===== src/rme_pkg.sv =====
package rme_pkg;

  // datapath widths
  localparam int OPW     = 17;  // negated q2.14 operand
  localparam int XW      = 36;  // cordic x/y lanes
  localparam int ZW      = 35;  // cordic angle accumulator, q2.30
  localparam int RW      = 63;  // square root remainder
  localparam int QW      = 31;  // square root result bits
  localparam int TAB_LEN = 24;

  localparam logic signed [ZW-1:0] ANG_PI      = 35'sd3373259426;
  localparam logic signed [ZW-1:0] Q13_PI      = 35'sd25736;
  localparam logic signed [ZW-1:0] Q13_HALF_PI = 35'sd12868;

  // pole codes
  localparam logic [1:0] POLE_NONE  = 2'd0;
  localparam logic [1:0] POLE_NORTH = 2'd1;
  localparam logic [1:0] POLE_SOUTH = 2'd2;

  typedef struct packed {
    logic [1:0]            pole;
    logic signed [OPW-1:0] xy;
    logic signed [OPW-1:0] xx;
    logic signed [OPW-1:0] zy;
    logic signed [OPW-1:0] zx;
    logic signed [15:0]    s;
  } side_t;

  typedef struct packed {
    logic [RW-1:0] rem;
    logic [QW-1:0] root;
  } sqrt_t;

  typedef struct packed {
    logic signed [XW-1:0] x;
    logic signed [XW-1:0] y;
    logic signed [ZW-1:0] z;
    logic                 zero;
  } cord_t;

  // atan(2^-i) in q2.30
  function automatic logic signed [ZW-1:0] atan_val(input int i);
    logic signed [ZW-1:0] v;
    case (i)
      0:  v = 35'sd843314857;
      1:  v = 35'sd497837829;
      2:  v = 35'sd263043837;
      3:  v = 35'sd133525159;
      4:  v = 35'sd67021687;
      5:  v = 35'sd33543516;
      6:  v = 35'sd16775851;
      7:  v = 35'sd8388437;
      8:  v = 35'sd4194283;
      9:  v = 35'sd2097149;
      10: v = 35'sd1048576;
      11: v = 35'sd524288;
      12: v = 35'sd262144;
      13: v = 35'sd131072;
      14: v = 35'sd65536;
      15: v = 35'sd32768;
      16: v = 35'sd16384;
      17: v = 35'sd8192;
      18: v = 35'sd4096;
      19: v = 35'sd2048;
      20: v = 35'sd1024;
      21: v = 35'sd512;
      22: v = 35'sd256;
      23: v = 35'sd128;
      default: v = '0;
    endcase
    return v;
  endfunction

endpackage


===== src/rme_cordic_cell.sv =====
module rme_cordic_cell #(
  parameter int STAGE = 0
) (
  input  logic           clk_i,
  input  logic           en_i,
  input  rme_pkg::cord_t c_i,
  output rme_pkg::cord_t c_o
);

  logic signed [rme_pkg::XW-1:0] xv, yv, dx, dy;
  rme_pkg::cord_t c_d;

  // one micro-rotation toward the x axis
  always_comb begin
    xv  = c_i.x;
    yv  = c_i.y;
    dx  = yv >>> STAGE;
    dy  = xv >>> STAGE;
    c_d = c_i;
    if (!yv[rme_pkg::XW-1]) begin
      c_d.x = xv + dx;
      c_d.y = yv - dy;
      c_d.z = c_i.z + rme_pkg::atan_val(STAGE);
    end else begin
      c_d.x = xv - dx;
      c_d.y = yv + dy;
      c_d.z = c_i.z - rme_pkg::atan_val(STAGE);
    end
  end

  always_ff @(posedge clk_i) begin
    if (en_i) c_o <= c_d;
  end

endmodule


===== config.mk =====
export PLATFORM = sky130hd
export DESIGN_NAME = rme_cordic_cell
export DESIGN_NICKNAME = d
export VERILOG_FILES = /design/src/rme_pkg.sv /design/src/rme_cordic_cell.sv
export SDC_FILE = /design/constraint.sdc
export NUM_CORES = 1
export LEC_CHECK = 0
export BUFFER_PORTS_ARGS = -buffer_cell sky130_fd_sc_hd__buf_2
export CORE_UTILIZATION = 52
export DETAILED_ROUTE_END_ITERATION = 12
export PLACE_DENSITY_LB_ADDON = 0.08
export SLEW_MARGIN = 25
export SYNTH_ARGS = -nofsm -noshare
export SYNTH_HDL_FRONTEND = slang
export SYNTH_SLANG_ARGS = --single-unit

===== constraint.sdc =====
create_clock -name clk_i -period 4.07 [get_ports clk_i]
set_input_delay 0.814 -clock clk_i [delete_from_list [all_inputs] [get_ports clk_i]]
set_output_delay 0.814 -clock clk_i [all_outputs]
set_load 0.05 [all_outputs]

After elaboration in Yosys (flattened, before gate mapping). Index checks and enable logic that the tools add are counted.

Add/subtract/negate cells: 5. Multiplexer cells: 1.

Operators by type and width (number): 2-to-1 mux 107 bit (1); subtractor 36 bit (2); adder 36 bit (1); adder 35 x 31 -> 35 bit (second input constant) (1); subtractor 35 x 31 -> 35 bit (second input constant) (1).

Register bits after elaboration: 108. Input bits: 110. Output and inout port bits: 108. Word-level logic and storage cells: 10.

Longest topological paths before layout.
Depth in word-level cells: 2. Depth in mapped cells: 14. Mapped depth without buffers: 12.

Worst setup path before layout. OpenSTA, ideal clock, no wires.

Kind: input port to flip-flop. Start: input c_i[36] (netlist bit). End: register c_o[106] (netlist bit) (data pin). Arrival time: 3.587 ns. Data required time: 3.813 ns. Path slack: 0.226 ns. Stages: 12. Path buffers: 0. Path through: ha_1 inv_1 fa_1 o21ba_1 or4_4 a211oi_2 o211ai_2 a41o_1 o21ai_4 o31ai_2 or4_1 a32o_1.

RTL lines: start, declared (RTL line rme_cordic_cell.sv:6) `input rme_pkg::cord_t c_i,`; end signal, assigned (RTL line rme_cordic_cell.sv:32) `if (en_i) c_o <= c_d;`; end, declared (RTL line rme_cordic_cell.sv:7) `output rme_pkg::cord_t c_o`.

==> results.md <==
- Outcome: finished clean
- H-tree Lvls: 3
- Relative slew slack: 47.9%
- Final hold violations: 0
- Via count of the routed design: 11,200
- Initial antenna violation count: 0
- Grt ovf: 0
- P_leak: 0.00649 uW
- Async set-or-reset flop fraction in the synthesized netlist: 0%
- Site Rows: 54
- Cts repair resizes: 0
- Top-count cell post-synth: a21oi_1
- Worst slack at placement: -62.4 ps
- Synth warn: 0
- Top-level I/O count: between 200 and 250
- EDFF count, synth: between 100 and 150
- Drt first-iter violations: between 900 and 1,000
- Top_reg_cell synth: edfxtp_1
- Global-route wire length before repair: 54.1 mm
- XOR/XNOR share of the synthesized area: 6.90%
- Syn Inst Count: between 1,000 and 1,500
- Share of cells above drive strength 1: 22.4%
- DRC Markers: 0
- Starting density of the core: 52.9%
- Total GRT Usage: 30.5%
- Vias per cell: 5.84
- Final Wtd Congestion: 0.954
- Crit share post-route: 94.5%
- Die Span Y: 151 um
- TritonRoute pass-1 iters: 5
- Post-synthesis net count: approximately 1,600
- Die area: 22,800 um^2
- CTS tree: done
- Adder-Cell Fraction of Synth Area: between 15 and 20%
- Routed Antenna Nets: 0
- Root Driver: clkbuf_16
- CTS buffer count: 9
- Commonest cells in the netlist: a21oi_1, ha_1, inv_1, edfxtp_1, nor2_1
- CTS Sinks: ~110
- Ant diodes: 0
- Top cells by area, synth: edfxtp_1, ha_1, a21oi_1, xnor2_1, o21ai_0
- RSZ-0062 raised after global routing: no
- P per Cell Area: 350 nW/um^2
- Setup repair bufs after CTS: 0
- Fraction of synthesized area in multiplexers: 2.00%
- Largest net degree at the start of global routing: 76
- WL per Instance: 18.3 um
- Number of synthesized register bits: about 110
- CP Launch Type: primary input
- Tmin final: 3840 ps
- Area grow syn2layout: 19.5%
- Simple-gate share of the synthesized area: 12.9%
- Fill cells: 1,990
- DP Wirelength: around 28 mm
- Worst-path clk slew: 80 ps
- Combinational family with the most area after synthesis: compound AO/OA/AOI/OAI gates
- IO buf count: between 200 and 250
- WS Path Type: in2reg
- Final core occ: 63.2%
- Vias in the first global route: ~11,000
- Worst setup EP type: flop
- Max cap viols: 0
- Register area share after synthesis: 27.8%
- Non-filler instance count after layout: around 1,900
- Yosys top cell by area: edfxtp_1
- Cts hold-fix bufs: 0
- Dpl cells: 1,900
- Deepest clock path buffer count: 2
- Slew Viols, Final: 0
- Yosys top cell area share: 27.8%
- Chip width: 151 um
- Drt total wl: between 30 and 40 mm
- Final-stage net count: 1,887
- Max Fclk: 260 MHz
- Core footprint: 21,800 um^2
- Final setup vio count: 0
- Arr. time, crit path: 3960 ps
- Mapped Area: 11,500 um^2
- Yosys cell types: slightly below 80
- Worst EP required: 4180 ps
- Compound-Gate Fraction of Synth Area: approximately 28%
- Reg with most FFs: c_o
- Worst slew pin tran: 774 ps
- Largest regs: c_o: 107 flops
- Peak supply drop: 0.000211 V
- Synth Area per Inst: roughly 8.5 um^2
- Hold Path Class: in2reg
- Worst Path Max Fanout: 5
- Setup slack after layout: ~230 ps
- Max reg flops: 107
power by group:
| part | internal, uW | total, uW | switching [uW] |
|---|---|---|---|
| Combinational | 793 | 2420 | 1630 |
| Clock | 429 | 895 | 465 |
| Sequential | 1460 | 1510 | 48.6 |
routing by layer:
layer  GRT usage (%)  part of all wire [%]
met1            40.0                    43
met2            51.3                    47
met3            3.67                   7.0
met4            11.2                   2.7
met5               0                     0
worst max-delay path: stages:
cell	delay (ps)
buf_2	100
inv_1	40
ha_1	290
buf_4	140
buf_4	110
nor2_1	50
a221oi_1	480
a21oi_1	240
or3_1	430
o21ba_2	290
a2111oi_4	360
buf_4	200
o31a_1	160
mux2i_1	90
xnor2_1	150
through the flow:
step	hold WS (ps)	total power [uW]	area, um^2	TNS [ps]
2_1_floorplan	913	3230	11500	0
3_3_place_gp	991	3920	13500	0
3_5_place_dp	993	3930	13500	-91.2
4_1_cts	609	4830	13800	0
5_1_grt	618	5080	13800	0
6_report	625	4830	13800	0
layout by cell type, fill, tap and decap left out, drive strengths merged, types with 5 or more instances in the layout:
cell type	instances
buf	323
a21oi	153
ha	142
inv	125
edfxtp	107
nor2	99
o21ai	95
nand2	82
xnor2	76
a21o	63
o21bai	25
mux2i	22
a211oi	22
a31oi	21
o211ai	18
o31ai	18
nand3	17
nor3	16
nor2b	15
o21a	15
nand4	15
xor2	15
nand2b	13
or3	13
nor4	10
clkbuf	9
and3	9
a221oi	7
o31a	6
or4	6
and2	5
a21boi	5
clkinv	5
worst paths after layout:
check,slack [ps],to,cells past startpoint,start
worst max-delay path,230,c_o[99]$_DFFE_PP_,15,c_i[40]
worst min-delay path,630,c_o[0]$_DFFE_PP_,1,c_i[0]
layout make-up:
class | count | area (um^2) | area share (%)
sequential | 107 | 3210 | 23.3
timing repair buffer | 323 | 1900 | 13.8
inverter | 123 | 462 | 3.35
clock inverter | 7 | 58.8 | 0.426
tap | 280 | 350 | 2.54
clock buffer | 9 | 225 | 1.63
multi-input combinational | 1067 | 7580 | 55.0
logic make-up (layout without fill, tap and decap cells):
family,Yosys count,count (layout)
adders and majority gates,146,146
and+or+nand+nor,312,312
muxes,23,23
AOI/OAI and AO/OA,495,495
xor gates and xnor gates,91,91
buffers and inverters,181,462
DFF,107,107
No activity file was read; power rests on OpenSTA's default activity.
