--- config.mk ---
export PLATFORM = sky130hd
export DESIGN_NAME = rme_sqrt_cell
export DESIGN_NICKNAME = d
export VERILOG_FILES = /design/src/rme_pkg.sv /design/src/rme_sqrt_cell.sv
export SDC_FILE = /design/constraint.sdc
export NUM_CORES = 1
export LEC_CHECK = 0
export BUFFER_PORTS_ARGS = -buffer_cell sky130_fd_sc_hd__buf_2
export CORE_ASPECT_RATIO = 0.7
export CORE_MARGIN = 8
export CORE_UTILIZATION = 48
export CTS_CLUSTER_SIZE = 8
export DETAILED_ROUTE_END_ITERATION = 8
export PLACE_DENSITY = 0.8
export SLEW_MARGIN = 30
export SYNTH_ARGS = -nofsm -noshare
export SYNTH_HDL_FRONTEND = slang
export SYNTH_SLANG_ARGS = --single-unit
--- constraint.sdc ---
create_clock -name clk_i -period 3.44 [get_ports clk_i]
set_input_delay 0.172 -clock clk_i [delete_from_list [all_inputs] [get_ports clk_i]]
set_output_delay 0.172 -clock clk_i [all_outputs]
set_load 0.1 [all_outputs]
--- src/rme_pkg.sv ---
package rme_pkg;

  // datapath widths
  localparam int OPW     = 17;  // negated q2.14 operand
  localparam int XW      = 36;  // cordic x/y lanes
  localparam int ZW      = 35;  // cordic angle accumulator, q2.30
  localparam int RW      = 63;  // square root remainder
  localparam int QW      = 31;  // square root result bits
  localparam int TAB_LEN = 24;

  localparam logic signed [ZW-1:0] ANG_PI      = 35'sd3373259426;
  localparam logic signed [ZW-1:0] Q13_PI      = 35'sd25736;
  localparam logic signed [ZW-1:0] Q13_HALF_PI = 35'sd12868;

  // pole codes
  localparam logic [1:0] POLE_NONE  = 2'd0;
  localparam logic [1:0] POLE_NORTH = 2'd1;
  localparam logic [1:0] POLE_SOUTH = 2'd2;

  typedef struct packed {
    logic [1:0]            pole;
    logic signed [OPW-1:0] xy;
    logic signed [OPW-1:0] xx;
    logic signed [OPW-1:0] zy;
    logic signed [OPW-1:0] zx;
    logic signed [15:0]    s;
  } side_t;

  typedef struct packed {
    logic [RW-1:0] rem;
    logic [QW-1:0] root;
  } sqrt_t;

  typedef struct packed {
    logic signed [XW-1:0] x;
    logic signed [XW-1:0] y;
    logic signed [ZW-1:0] z;
    logic                 zero;
  } cord_t;

  // atan(2^-i) in q2.30
  function automatic logic signed [ZW-1:0] atan_val(input int i);
    logic signed [ZW-1:0] v;
    case (i)
      0:  v = 35'sd843314857;
      1:  v = 35'sd497837829;
      2:  v = 35'sd263043837;
      3:  v = 35'sd133525159;
      4:  v = 35'sd67021687;
      5:  v = 35'sd33543516;
      6:  v = 35'sd16775851;
      7:  v = 35'sd8388437;
      8:  v = 35'sd4194283;
      9:  v = 35'sd2097149;
      10: v = 35'sd1048576;
      11: v = 35'sd524288;
      12: v = 35'sd262144;
      13: v = 35'sd131072;
      14: v = 35'sd65536;
      15: v = 35'sd32768;
      16: v = 35'sd16384;
      17: v = 35'sd8192;
      18: v = 35'sd4096;
      19: v = 35'sd2048;
      20: v = 35'sd1024;
      21: v = 35'sd512;
      22: v = 35'sd256;
      23: v = 35'sd128;
      default: v = '0;
    endcase
    return v;
  endfunction

endpackage

--- src/rme_sqrt_cell.sv ---
module rme_sqrt_cell #(
  parameter int BIT = 0
) (
  input  logic           clk_i,
  input  logic           en_i,
  input  rme_pkg::sqrt_t sq_i,
  input  rme_pkg::side_t side_i,
  output rme_pkg::sqrt_t sq_o,
  output rme_pkg::side_t side_o
);

  rme_pkg::sqrt_t       sq_d;
  logic [rme_pkg::RW-1:0] test;

  // one result bit: try (root + 2^bit)^2 against the remainder
  always_comb begin
    test = (rme_pkg::RW'(sq_i.root) << (BIT + 1)) + (rme_pkg::RW'(1) << (2 * BIT));
    sq_d = sq_i;
    if (sq_i.rem >= test) begin
      sq_d.rem  = sq_i.rem - test;
      sq_d.root = sq_i.root | (rme_pkg::QW'(1) << BIT);
    end
  end

  always_ff @(posedge clk_i) begin
    if (en_i) begin
      sq_o   <= sq_d;
      side_o <= side_i;
    end
  end

endmodule

Word level (Yosys, flattened, before mapping). Cells that the tools add are included.

Register bits: 180. Input bits: 182. Output and inout port bits: 180. Logic and storage cells: 13.

$add $sub $neg: 2. $lt $le $gt $ge: 1. Multiplexer cells: 1.

Operators by type and width (count): two-way mux 94 bit (1); >= comparator 63 x 33 -> 1 bit (1); subtractor 63 x 33 -> 63 bit (1); adder 32 x 1 -> 33 bit, second input constant (1).

Depth between registers and ports, before layout. Gate-level depths: netlist of run 1.

Depth after elaboration: 3. Depth in mapped cells: 13. Mapped depth without buffers: 11.

Least setup slack after synthesis of run 1. OpenSTA, ideal clock, no wires.

Kind: input to register. Start point: in sq_i[2] (netlist name). End point: reg sq_o[92] (netlist name), data pin. Setup time: 0.260 ns. Arrival time: 2.395 ns. Data required time: 3.180 ns. Setup slack: 0.785 ns. Cell stages on the path: 11. Buffers on the path: 0. Cell sequence: inv_1 > ha_1 > o211ai_1 > o21ai_0 > nand4_1 > a21oi_1 > o21ai_0 > a211oi_1 > o2111ai_1 > nand3_1 > mux2_2.

RTL lines: from (decl) (line rme_sqrt_cell.sv:6) `input rme_pkg::sqrt_t sq_i,`; to (signal assigned) (line rme_sqrt_cell.sv:27) `sq_o <= sq_d;`; to (decl) (line rme_sqrt_cell.sv:8) `output rme_pkg::sqrt_t sq_o,`.

==> results of run 1 <==
[synthesized netlist by cell type (2+ instances only)]
| master | instances | share of area (%) |
|---|---|---|
| nand4b_1 | 2 | 0.20 |
| a31oi_1 | 8 | 0.58 |
| clkbuf_1 | 5 | 0.22 |
| nor3_4 | 2 | 0.38 |
| nand2_1 | 36 | 1.6 |
| o21ai_0 | 23 | 1.3 |
| mux2_2 | 6 | 0.79 |
| or4_1 | 2 | 0.18 |
| o31a_1 | 2 | 0.20 |
| xnor2_1 | 38 | 3.9 |
| a21oi_1 | 57 | 3.3 |
| nor3b_1 | 2 | 0.18 |
| edfxtp_1 | 180 | 63 |
| a31o_2 | 3 | 0.31 |
| nor4_1 | 11 | 0.80 |
| and2_1 | 2 | 0.15 |
| nand2b_1 | 3 | 0.22 |
| or2_2 | 3 | 0.22 |
| o2111ai_1 | 2 | 0.20 |
| nor3_1 | 18 | 1.1 |
| xor2_1 | 21 | 2.1 |
| nand3_1 | 21 | 1.2 |
| a211oi_1 | 3 | 0.26 |
| o21a_1 | 2 | 0.18 |
| nand4_1 | 13 | 0.95 |
| ha_1 | 32 | 4.7 |
| o21bai_1 | 5 | 0.44 |
| nor2_1 | 62 | 2.7 |
| buf_2 | 9 | 0.53 |
| a21o_1 | 16 | 1.4 |
| a32oi_1 | 2 | 0.20 |
| or3_1 | 2 | 0.15 |
| nor2b_1 | 4 | 0.29 |
| nand3b_1 | 3 | 0.26 |
| and3_1 | 5 | 0.36 |
| a221o_1 | 2 | 0.23 |
| inv_1 | 40 | 1.8 |
[cell families (layout without fill, tap and decap cells)]
family                   count (synthesis)  after routing
other                                    0              3
XOR/XNOR                                59             59
flip-flops                             180            180
buffers and inverters                   56            562
AND/OR/NAND/NOR                        201            201
AO/OA/AOI/OAI                          137            137
multiplexers                             7              7
adder cells (fa/ha/maj)                 33             33
[registers in the layout, summed over array words and instances (netlist names)]
register and cells:
side_o 86, sq_o 94
[worst paths after layout]
path / start / endpoint / slack, ns / cells after the start
worst max-delay path: sq_i[2] / sq_o[92] / 0.24 / 13
worst min-delay path: sq_i[89] / sq_o[89] / 0.05 / 2
[area by class of cell]
cell class,instances,area [um2]
antenna,3,7.51
multi-input combinational,437,2940
sequential,180,5410
clock inverter,15,169
inverter,40,150
fill,1246,5270
clock buffer,17,425
tap,236,295
timing repair buffer,490,3080
[routing by layer]
metal  global-route usage (%)  up-vias  routed length [um]
met2                     45.0      422               15000
li1                         -     3513                   -
met1                     30.6     3708               11500
met3                     8.71       62                2820
met5                        0        -                  10
met4                     9.54        2                 931
[power breakdown]
group | internal [mW] | switching, mW | leakage [nW]
combinational | 0.505 | 2.02 | 3.29
clock | 0.976 | 0.962 | 0.282
sequential | 2.66 | 0.0648 | 1.76
total | 4.14 | 3.05 | 5.33
[what timing repair did]
action,in CTS,in global routing
hold buffers,116,0
gates resized for setup,0,3
buffers inserted,0,3
setup endpoints to repair,0,18
endpoints found under the hold margin,116,0
[per-stage QoR]
step,total power [mW],hold WS (ns),std cells
4_1_cts,7.17,0.0286,1412
2_1_floorplan,4.64,0.271,673
5_1_grt,7.40,0.0395,1418
6_report,7.19,0.0512,1418
3_5_place_dp,5.15,0.350,1264
3_3_place_gp,5.13,0.348,1264
[placed cells by master (no fill, tap or decap), types with 4 or more instances in the layout]
cell,instances
buf_2,360
edfxtp_1,180
dlygate4sd3_1,116
nor2_1,62
a21oi_1,57
inv_1,40
xnor2_1,38
nand2_1,36
ha_1,32
o21ai_0,22
nand3_1,21
xor2_1,21
nor3_1,18
clkbuf_16,17
a21o_1,16
nand4_1,13
buf_4,12
nor4_1,11
a31oi_1,8
mux2_2,6
and3_1,5
o21bai_1,5
clkinv_8,5
nor2b_1,4
==> reports/metrics.csv, run 1 <==
metric,value,unit
status,finished clean,
async_flop_share,0,%
gp_congestion,0.905,
max_slew_margin,42.6,%
grt_pass1_wl,45400,um
fin_ws,0.237,ns
start_kind,input pin,
cts_buffer_depth,2,
clock.fmax,312,MHz
power_density,576,nW/um2
fin_util,70.3,%
p_leak,5.33,nW
cp.required,3.63,ns
synthCells,673,
drive_above_1_share,36.6,%
worstMarginPinSlew,0.853,ns
rows,41,
mappedNetlistArea,8570,um2
crit_chain,"dlygate4sd3_1, buf_2, inv_1, ha_1, o211ai_1, o21ai_0, nand4_1, a21oi_1, o21ai_1, a211oi_2, o2111ai_1, nand3_1, mux2_2",
finalSetupViolations,0,
ys_seq_area_share,63.1,%
hold_viol,0,
antenna_found_initial,4,
syn_to_final_growth,45.6,%
htreeDepth,4,
crit_family,compound AO/OA/AOI/OAI gates,
wl_per_cell,21.4,um
clkSinkCount,180,
crit_type,in -> reg,
syn_area_per_cell,12.7,um2
ir_drop,0.000375,V
synth_top_family_by_area,simple AND/OR/NAND/NOR gates,
dr.pass1.iters,5,
routed_wl,30300,um
final_area,12500,um2
synth_seq_cells,180,
cpPeakStageDelay,0.53,ns
coreArea,17700,um2
ant_nets,0,
nNetsFinal,1381,
synth-xor-area-share,6.03,%
port_buffers,361,
synthMuxAreaShare,0.905,%
tns,0,ns
path_max_fanout,5,
ys_warn_count,0,
boundaryPins,362,
initial_core_util,48.3,%
slew_viol_final,0,
path_clk_slew,0.08,ns
synth_cell_types,63,
synth-simple-area-share,12.3,%
initialDrtViolationCount,646,
grt_max_degree,80,
hpwl,21600,um
die_w,176,um
fin_crit,3.20,ns
num_vias,7707,
cp_slowest_cell,dlygate4sd3_1,
rsz0062_at_grt,false,
grt_pass1_vias,7754,
end_kind,flop,
synth-edff-count,180,
die_h,128,um
cts_tree,built,
cts-root-buf,clkbuf_16,
grt-ovfl-total,0,
cts_buffers,17,
die_area,22500,um2
cp_num_buf_inv,3,
dp_slack,0.161,ns
synth_compound_area_share,10.1,%
synth_fp_nets,888,
synth_ff_type,edfxtp_1,
finalCritPeriodShare,93.1,%
dpl_cell_area,10700,um2
drc,0,
drt-vias-per-instance,5.44,
cap_violations,0,
synth-adder-area-share,4.90,%
worstPathArrival,3.40,ns
grt_use_total,26.3,%
min_path_type,in -> reg,
(Power assumes the default switching activity.)
==> run 2: changes to the inputs <==
--- a/config.mk
+++ b/config.mk
@@ -6,4 +6,5 @@
 export NUM_CORES = 1
 export LEC_CHECK = 0
+export ABC_CLOCK_PERIOD_IN_PS = 3440
 export BUFFER_PORTS_ARGS = -buffer_cell sky130_fd_sc_hd__buf_2
 export CORE_ASPECT_RATIO = 0.7
==> constraint.sdc (replaced) <==
create_clock -name clk_i -period 3.44 [get_ports clk_i]
set_input_delay 0.688 -clock clk_i [delete_from_list [all_inputs] [get_ports clk_i]]
set_output_delay 0.688 -clock clk_i [all_outputs]
set_load 0.1 [all_outputs]
==> run 2 against run 1 <==
Combinational power shrank 2%. Highest routed layer is now met4. Cell count fell by 4.4%. Sequential power about the same. Setup slack better by 0.033 ns. Largest cell class unchanged. Wire length is 7.2% lower. Largest power group unchanged. Flip-flop and latch count unchanged. Fmax is 1.0% higher. Critical path type unchanged. Die area did not move. Cell area down 5.7%.
==> reports/metrics.csv, run 2 (synthesized netlist as in run 1, its figures left out) <==
metric,value,unit,change
status,finished clean,,
cts_tree,built,,
min_path_type,in -> reg,,
dpl_cell_area,11200,um2,+4.4%
wl_per_cell,20.8,um,-2.9%
grt_max_degree,88,,+10%
drt-vias-per-instance,5.38,,-0.94%
cpPeakStageDelay,0.35,ns,-0.18 ns
path_max_fanout,3,,-2
cts_resized,0,,unchanged
rsz0062_at_grt,false,,
ir_drop,0.000448,V,+20%
crit_type,in -> reg,,
nNetsFinal,1320,,-4.4%
tns,0,ns,unchanged
end_kind,flop,,
drive_above_1_share,43.5,%,+6.8 points
cp_num_buf_inv,4,,+1
crit_family,simple AND/OR/NAND/NOR gates,,
final_cell_mix,"buf_2, edfxtp_1, buf_4",,
num_vias,7301,,-5.3%
finalCritPeriodShare,92.1,%,-0.95 points
hold_depth,1,,-1
worstMarginPinSlew,0.854,ns,+0.000975 ns
clock.fmax,315,MHz,+1.0%
max_slew_margin,43.1,%,+0.46 points
cap_violations,0,,unchanged
cts-root-buf,clkbuf_16,,
slew_viol_final,0,,unchanged
crit_chain,"buf_2, inv_1, ha_1, a211oi_1, buf_4, nor3_1, o2111ai_1, nand2_1, a21oi_1, buf_4, o31ai_4, nand3_1, nor3_1, xor2_1",,
fillers,1384,,+11%
final_common_cell,buf_2,,
routed_wl,28200,um,-7.2%
p_leak,5.14,nW,-3.5%
top_register,sq_o,,
grt_use_total,24.5,%,-1.8 points
syn_to_final_growth,37.3,%,
boundaryPins,362,,unchanged
cp_slowest_cell,o31ai_4,,
ctsHoldBuffers,0,,-100%
hpwl,22600,um,+4.3%
cts_buffers,17,,unchanged
drc,0,,unchanged
grt-ovfl-total,0,,unchanged
antenna_found_initial,1,,-3
worst-path-stages,14,,+1
power_density,611,nW/um2,+6.0%
dr.pass1.iters,5,,unchanged
htreeDepth,4,,unchanged
start_kind,input pin,,
cts_setup_buffers,0,,unchanged
worstPathArrival,3.34,ns,-0.06 ns
hold_viol,0,,unchanged
die_h,128,um,unchanged
ant_nets,0,,unchanged
rows,41,,unchanged
finalSetupViolations,0,,unchanged
cp.required,3.61,ns,-0.02 ns
path_clk_slew,0.08,ns,about the same
grt_pass1_wl,42400,um,-6.6%
final_area,11800,um2,-5.7%
port_buffers,361,,unchanged
grt_pass1_vias,7307,,-5.8%
cts_buffer_depth,2,,unchanged
fin_crit,3.17,ns,-0.0328 ns
clkSinkCount,180,,unchanged
initial_core_util,48.3,%,unchanged
die_w,176,um,unchanged
initialDrtViolationCount,636,,-1.5%
largest_reg_flops,94,,unchanged
coreArea,17700,um2,unchanged
gp_congestion,0.909,,+0.42%
die_area,22500,um2,unchanged
reg_top3,"sq_o x94, side_o x86",,
run 2: cell types whose count changed in the layout (fill, tap and decap cells not counted), moves of 2 or more:
cell | before | now
inv_8 | 3 | 7
buf_4 | 12 | 64
buf_12 | 1 | 4
clkinv_8 | 5 | 2
inv_6 | 3 | 1
dlygate4sd3_1 | 116 | 0
run 2: layout make-up:
cell class | count | area [um2] | area share (%)
Antenna cell | 2 | 5.00 | 0.0425
Clock buffer | 17 | 425 | 3.61
Clock inverter | 15 | 180 | 1.53
Inverter | 40 | 150 | 1.28
Multi-Input combinational cell | 437 | 2940 | 24.9
Sequential cell | 180 | 5410 | 45.9
Tap cell | 236 | 295 | 2.51
Timing Repair Buffer | 429 | 2370 | 20.2
run 2: final timing paths:
kind,end,slack (ns),from
hold / removal,side_o[6],0.43,side_i[6]
setup / recovery,sq_o[74],0.27,sq_i[0]
run 2: metrics by stage:
step	utilization, %	hold slack (ns)	power [mW]	setup WS (ns)	cells
final	66.3	0.425	7.19	0.270	1356
after global routing	66.3	0.404	7.42	0.0798	1355
after CTS	66.3	0.413	7.23	0.323	1354
after detailed placement	62.9	0.866	5.24	-0.103	1322
after global placement	62.9	0.864	5.21	-0.0659	1322
after floorplan	-	0.787	4.64	0.269	673
run 2: report_power, final:
| group | switching [mW] | internal, mW | leakage (nW) |
|---|---|---|---|
| Combinational | 2.00 | 0.475 | 3.08 |
| Sequential | 0.0590 | 2.66 | 1.76 |
| Clock | 0.947 | 1.05 | 0.297 |
run 2: layer usage:
metal / GRT usage, % / vias to the layer above / part of all wire, %
li1: - / 3392 / -
met1: 29.8 / 3545 / 40
met2: 42.8 / 343 / 51
met3: 6.74 / 21 / 8.4
met4: 5.62 / 0 / 0.99
met5: 0 / - / 0
